### src/hdl/smm_pkg.sv
// smm_pkg: request and result types and opcodes of the square matrix multiplier.
// Used by smm_mac and square_matrix_multiply_top; no dependencies.
`default_nettype none

package smm_pkg;

  localparam logic [1:0] OP_LOAD_A = 2'd0;
  localparam logic [1:0] OP_LOAD_B = 2'd1;
  localparam logic [1:0] OP_START  = 2'd2;

  typedef struct packed {
    logic [1:0]         op;
    logic [1:0]         row;
    logic [1:0]         col;
    logic signed [31:0] value;
  } req_t;

  typedef struct packed {
    logic [1:0]         out_row;
    logic [1:0]         out_col;
    logic signed [31:0] product;
    logic               last;
  } rsp_t;

  // bookkeeping that rides along with each product term
  typedef struct packed {
    logic       first;
    logic       last_k;
    logic       last_elem;
    logic [1:0] row;
    logic [1:0] col;
  } tag_t;

endpackage

`default_nettype wire

### src/hdl/square_matrix_multiply_top.sv
// square_matrix_multiply_top: element stores for A and B, the row/column/k
// sequencer and the request port. Depends on smm_pkg and smm_mac.
`default_nettype none

// Load requests (op 0 for A, op 1 for B) are taken one per cycle while busy is
// low and write one element into the A or B memory; a load whose row or col is
// not below MAT_SIZE is dropped, and op 3 is ignored. A start request raises busy
// and runs one multiply-accumulate unit over all MAT_SIZE^3 product terms, one
// term per cycle, with both memories read once per cycle. Results appear in
// row-major order, and busy drops in the cycle after the result with last set.
// Each result is held on rsp for exactly one cycle, marked by strobe; there is
// no way to hold it off.
module square_matrix_multiply_top #(
  parameter int MAT_SIZE = 4
) (
  input  wire logic          clk,
  input  wire logic          rst,
  input  wire logic          start,
  input  wire smm_pkg::req_t req,
  output logic               busy,
  output logic               strobe,
  output smm_pkg::rsp_t      rsp
);

  localparam int DEPTH  = MAT_SIZE * MAT_SIZE;
  localparam int IDX_W  = (MAT_SIZE > 1) ? $clog2(MAT_SIZE) : 1;
  localparam int ADDR_W = (DEPTH > 1) ? $clog2(DEPTH) : 1;
  localparam logic [ADDR_W-1:0] DIM = ADDR_W'(MAT_SIZE);
  localparam logic [IDX_W-1:0]  IDX_MAX = IDX_W'(MAT_SIZE - 1);

  logic [31:0] mem_a [DEPTH];
  logic [31:0] mem_b [DEPTH];

  logic              accept;
  logic              in_range;
  logic [ADDR_W-1:0] wr_addr;
  logic [ADDR_W-1:0] a_addr;
  logic [ADDR_W-1:0] b_addr;
  logic [31:0]       a_rd;
  logic [31:0]       b_rd;

  logic             run;
  logic [IDX_W-1:0] r;
  logic [IDX_W-1:0] c;
  logic [IDX_W-1:0] k;
  logic             r_last;
  logic             c_last;
  logic             k_last;

  logic          rd_valid;
  smm_pkg::tag_t rd_tag;

  assign accept   = start && !busy;
  assign in_range = (32'(req.row) < MAT_SIZE) && (32'(req.col) < MAT_SIZE);
  assign wr_addr  = ADDR_W'(ADDR_W'(req.row) * DIM + ADDR_W'(req.col));
  assign a_addr   = ADDR_W'(ADDR_W'(r) * DIM + ADDR_W'(k));
  assign b_addr   = ADDR_W'(ADDR_W'(k) * DIM + ADDR_W'(c));
  assign r_last   = (r == IDX_MAX);
  assign c_last   = (c == IDX_MAX);
  assign k_last   = (k == IDX_MAX);

  // stores are never written while a multiply runs, so reads need no forwarding
  always_ff @(posedge clk) begin
    if (accept && in_range && req.op == smm_pkg::OP_LOAD_A) begin
      mem_a[wr_addr] <= req.value;
    end
    if (accept && in_range && req.op == smm_pkg::OP_LOAD_B) begin
      mem_b[wr_addr] <= req.value;
    end
    a_rd <= mem_a[a_addr];
    b_rd <= mem_b[b_addr];
  end

  always_ff @(posedge clk) begin
    if (rst) begin
      busy     <= 1'b0;
      run      <= 1'b0;
      r        <= '0;
      c        <= '0;
      k        <= '0;
      rd_valid <= 1'b0;
    end else begin
      rd_valid <= run;
      if (accept && req.op == smm_pkg::OP_START) begin
        busy <= 1'b1;
        run  <= 1'b1;
        r    <= '0;
        c    <= '0;
        k    <= '0;
      end else begin
        if (strobe && rsp.last) begin
          busy <= 1'b0;
        end
        if (run) begin
          if (k_last) begin
            k <= '0;
            if (c_last) begin
              c <= '0;
              if (r_last) begin
                run <= 1'b0;
              end else begin
                r <= r + 1'b1;
              end
            end else begin
              c <= c + 1'b1;
            end
          end else begin
            k <= k + 1'b1;
          end
        end
      end
    end
    // tag lines up with the registered memory data
    rd_tag.first     <= (k == '0);
    rd_tag.last_k    <= k_last;
    rd_tag.last_elem <= r_last && c_last && k_last;
    rd_tag.row       <= 2'(r);
    rd_tag.col       <= 2'(c);
  end

  smm_mac u_mac (
    .clk      (clk),
    .rst      (rst),
    .in_valid (rd_valid),
    .a        (a_rd),
    .b        (b_rd),
    .tag      (rd_tag),
    .rsp      (rsp),
    .strobe   (strobe)
  );

  a_run_in_busy: assert property (@(posedge clk) disable iff (rst)
    run |-> busy)
    else $error("sequencer running while not busy");

  a_busy_ends_on_last: assert property (@(posedge clk) disable iff (rst)
    $fell(busy) |-> $past(strobe) && $past(rsp.last))
    else $error("busy dropped before the last result");

  a_strobe_in_busy: assert property (@(posedge clk) disable iff (rst)
    strobe |-> $past(busy))
    else $error("result outside a multiply");

endmodule

`default_nettype wire

### src/hdl/smm_mac.sv
// smm_mac: registered 32x32 multiplier (low word) followed by the accumulator
// that forms one dot product and emits it as a result. Depends on smm_pkg.
`default_nettype none

module smm_mac (
  input  wire logic          clk,
  input  wire logic          rst,
  input  wire logic          in_valid,
  input  wire logic [31:0]   a,
  input  wire logic [31:0]   b,
  input  wire smm_pkg::tag_t tag,
  output smm_pkg::rsp_t      rsp,
  output logic               strobe
);

  logic          p_valid;
  logic [31:0]   prod;
  smm_pkg::tag_t p_tag;
  logic [31:0]   acc;
  logic [31:0]   acc_next;

  always_comb begin
    acc_next = p_tag.first ? prod : acc + prod;
  end

  always_ff @(posedge clk) begin
    if (rst) begin
      p_valid <= 1'b0;
      strobe  <= 1'b0;
    end else begin
      p_valid <= in_valid;
      strobe  <= p_valid && p_tag.last_k;
    end
    // only the low word of the product matters, the sum wraps mod 2^32
    prod  <= a * b;
    p_tag <= tag;
    if (p_valid) begin
      acc <= acc_next;
    end
    rsp.out_row <= p_tag.row;
    rsp.out_col <= p_tag.col;
    rsp.product <= acc_next;
    rsp.last    <= p_tag.last_elem;
  end

  a_strobe_from_term: assert property (@(posedge clk) disable iff (rst)
    strobe |-> $past(p_valid) && $past(p_tag.last_k))
    else $error("result without a closing product term");

endmodule

`default_nettype wire

### config.mk
export PLATFORM = sky130hd
export DESIGN_NAME = square_matrix_multiply_top
export DESIGN_NICKNAME = d
export VERILOG_FILES = /design/src/hdl/smm_pkg.sv /design/src/hdl/square_matrix_multiply_top.sv /design/src/hdl/smm_mac.sv
export SDC_FILE = /design/constraint.sdc
export NUM_CORES = 2
export LEC_CHECK = 0
export ABC_AREA = 1
export BUFFER_PORTS_ARGS = -buffer_cell sky130_fd_sc_hd__buf_2
export CAP_MARGIN = 10
export CORE_ASPECT_RATIO = 0.5
export CORE_MARGIN = 8
export CORE_UTILIZATION = 55
export DETAILED_ROUTE_END_ITERATION = 16
export PLACE_DENSITY = 0.69
export SETUP_SLACK_MARGIN = 0.05
export SYNTH_ARGS = -nofsm -noshare
export SYNTH_HDL_FRONTEND = slang
export SYNTH_SLANG_ARGS = --single-unit
### constraint.sdc
create_clock -name clk -period 17.5 [get_ports clk]
set_clock_uncertainty 0.05 [all_clocks]
set_input_delay 1.75 -clock clk [delete_from_list [all_inputs] [get_ports clk]]
set_output_delay 1.75 -clock clk [all_outputs]
set_load 0.05 [all_outputs]
==> out/results.ini <==
[yosys]
postSynthCellCount=5664
yosysTopAreaCell=edfxtp_1
synth-compound-area-share=0.0928
synth-simple-area-share=0.0935
synth_fa_ha_area_frac=0.160
synth_xor_area_frac=0.00647
synth_top_flop_cell=edfxtp_1
yosys_warnings=0
synthTopCellsByArea=edfxtp_1 (50%), fa_1 (13%), inv_1 (5.5%), nand2_1 (5.3%), dfxtp_1 (5.0%)
muxShareOfSynthArea=0.0202
synth_top_area_frac=0.500
synth_edf_count=1056
synthesis.nets=6272
syn_area_um2=63400
synthArstFlopShare=0
synth_top_family_by_area=adder cells
ys_ff_latch=1214
seq_area_frac_synth=0.550
ys_types=54
syn_area_per_cell_um2=11.2

[sta]
worst_slew_pin_slew_ns=1.22
relSlewSlack=0.189
post-route-period-util=0.411
drv_slew=0
rsz0062_at_grt=false
fin_crit_ns=7.20
setup_violations=0
setup_tns_ns=0
fmax_mhz=139
hold_viol=0

[clocking]
cts_root_buf=clkbuf_16
cts-resized-gates=0
cts.path.max_buffers=3
cts_htree_levels=3
ctsHoldBuffers=0
cts.sinks=1214
clk_latency_ns=0.75
cts_tree=yes
clk_pin_slew_ns=0.07
cts_buffers=102
post_cts_buffers=0

[floorplanning]
fp.dieArea_um2=127000
core_um2=115000
start_util=0.552
die_x_um=496
rows=88
num_io_pins=80
fp.dieH_um=256

[grt]
grt_pass1_vias=41799
met1_usage=0.360
grt.busiest_layer=met2
antenna_found_initial=14
grt_max_degree=201
use_met2=0.405
grt_use_total=0.258
gr-total-overflow=0
use_met3=0.0624
grt_pass1_wl_um=250000

[power]
p_per_area_nw_per_um2=210
power_mw=14.4
worst_ir_drop_vdd_mv=0.563
leakage_nw=28.1

[critical_path]
crit_required_ns=18.02
path_max_fanout=23
cp-end-kind=register
crit_path_start_kind=register
arrival_ns=7.72
crit_type=reg2reg

[layout]
fin_nets=6218
final_area_um2=68700
num-fill-cells=9100
ff_latch_area_um2=34900
multi_input_area_um2=23900
layout-drive-gt1-share=0.0694
utilization=0.598
syn_to_final_growth_pct=8.34

[routing]
drt-total-wl_um=166000
num_vias=41716
ant_nets=0
drtPass1Iterations=6
via_per_inst=5.78
drc=0
drt_iter0_markers=4559
wire_per_inst_um=23.0

[placement]
postPlaceCellArea_um2=65200
gp_routability_congestion=0.891
place_hpwl_um=103000
portBuffers=79

[min_path]
hp-class=reg2reg

[run_status]
status=finished clean

[run]
cap_violations=0

-- power by group --
| group | total, mW | internal, mW | switching, mW |
|---|---|---|---|
| Sequential | 3.46 | 3.39 | 0.0680 |
| Clock | 2.36 | 1.28 | 1.08 |
| Combinational | 8.63 | 3.34 | 5.29 |
| Total | 14.4 | 8.00 | 6.44 |
-- final cells by class --
cell class	count	share of cell area
inverter	937	0.0514
antenna	2	0.0000729
clock buffer	130	0.0414
sequential	1214	0.508
multi-input combinational	3203	0.348
clock inverter	52	0.00907
tap	1530	0.0279
timing repair buffer	152	0.0139
-- sequential cells by signal (all words and copies together), names as in the netlist --
| signal | flops |
|---|---|
| k | 2 |
| u_mac.acc | 32 |
| rd_valid | 1 |
| mem_b | 512 |
| b_rd | 32 |
| run | 1 |
| a_rd | 32 |
| u_mac.prod | 32 |
| u_mac.p_tag | 7 |
| busy | 1 |
| u_mac.strobe | 1 |
| mem_a | 512 |
| rd_tag | 7 |
| c | 2 |
| r | 2 |
| u_mac.p_valid | 1 |
| u_mac.rsp | 37 |
-- through the flow --
step	hold slack, ns	setup WS, ns	std cells
detailed placement	0.264	10.34	7036
finish	0.279	10.30	7220
global placement	0.260	10.47	7036
floorplan	0.260	10.97	5664
CTS	0.280	10.31	7218
global route	0.284	9.98	7218
-- final timing paths --
path / startpoint / end / slack, ns / cells after the start
max: b_rd[9]$_DFF_P_ / u_mac.prod[29]$_DFF_P_ / 10.30 / 23
min: u_mac.p_tag[1]$_DFF_P_ / u_mac.rsp[34]$_DFF_P_ / 0.28 / 0
max reg2reg: b_rd[9]$_DFF_P_ / u_mac.prod[29]$_DFF_P_ / 10.30 / 23
min reg2reg: u_mac.p_tag[1]$_DFF_P_ / u_mac.rsp[34]$_DFF_P_ / 0.28 / 0
-- logic make-up (layout without fill, tap and decap cells) --
group / count (synthesis) / count (layout)
xor+xnor: 46 / 46
mux: 128 / 128
fa+ha+maj: 567 / 567
compound gates: 987 / 987
other cells: 0 / 2
flops: 1214 / 1214
buf+inv: 1247 / 1271
simple gates: 1475 / 1475
-- Yosys cell counts, types with 8 or more instances --
| library cell | n |
|---|---|
| clkbuf_1 | 216 |
| nand3b_1 | 8 |
| xor2_1 | 26 |
| nand2_2 | 11 |
| fa_1 | 409 |
| nand2_1 | 894 |
| a21oi_1 | 196 |
| dfxtp_1 | 158 |
| buf_1 | 25 |
| ha_1 | 158 |
| nor3_1 | 12 |
| mux2i_1 | 128 |
| xnor2_1 | 19 |
| o211ai_1 | 152 |
| inv_1 | 929 |
| o21ai_1 | 11 |
| nand3_1 | 153 |
| nor2_1 | 365 |
| o21ai_0 | 456 |
| a21o_1 | 11 |
| nand4_1 | 9 |
| o221ai_1 | 107 |
| o22ai_1 | 21 |
| edfxtp_1 | 1056 |
| buf_4 | 23 |
| buf_2 | 40 |
-- metal layers --
metal,vias up,share of wire,wire [µm]
met1,20643,0.41,68600
met4,10,0.030,5050
met3,364,0.10,17100
li1,18740,-,-
met2,1959,0.45,75100
met5,-,0.00042,70
-- layout by cell type (no fill, tap or decap), types with 6 or more instances in the layout --
master,count
fa_1,409
nor3_1,12
o221ai_1,107
clkinv_1,12
bufinv_16,8
inv_1,929
o211ai_1,152
xor2_1,26
a21o_1,11
o21ai_1,11
buf_2,79
ha_1,158
buf_4,72
nor2_4,33
nor2_1,333
nand3_1,151
o21bai_1,7
dfxtp_1,151
clkbuf_16,107
clkbuf_1,14
edfxtp_1,1056
xnor2_1,19
mux2i_1,128
a21oi_1,196
o22ai_1,21
nand2_2,11
o21ai_0,456
nand2_1,894
or2_2,6
clkbuf_8,8
clkinv_2,14
nand4_1,9
nand3b_1,8
-- worst max-delay path, stage by stage, from the launching register on --
cell and delay (ns):
dfxtp_1 1.04, nand2_1 0.18, fa_1 0.55, inv_1 0.05, fa_1 0.54, inv_1 0.07, fa_1 0.54, inv_1 0.06
fa_1 0.50, inv_1 0.06, fa_1 0.54, inv_1 0.05, fa_1 0.45, fa_1 0.51, fa_1 0.44, ha_1 0.36
nand2_1 0.12, nor4_2 0.30, nand3_1 0.13, nand3_2 0.11, nand3_1 0.08, nand2_1 0.12, a21oi_2 0.08, xor2_1 0.15
Power figures use the tool's default switching activity.
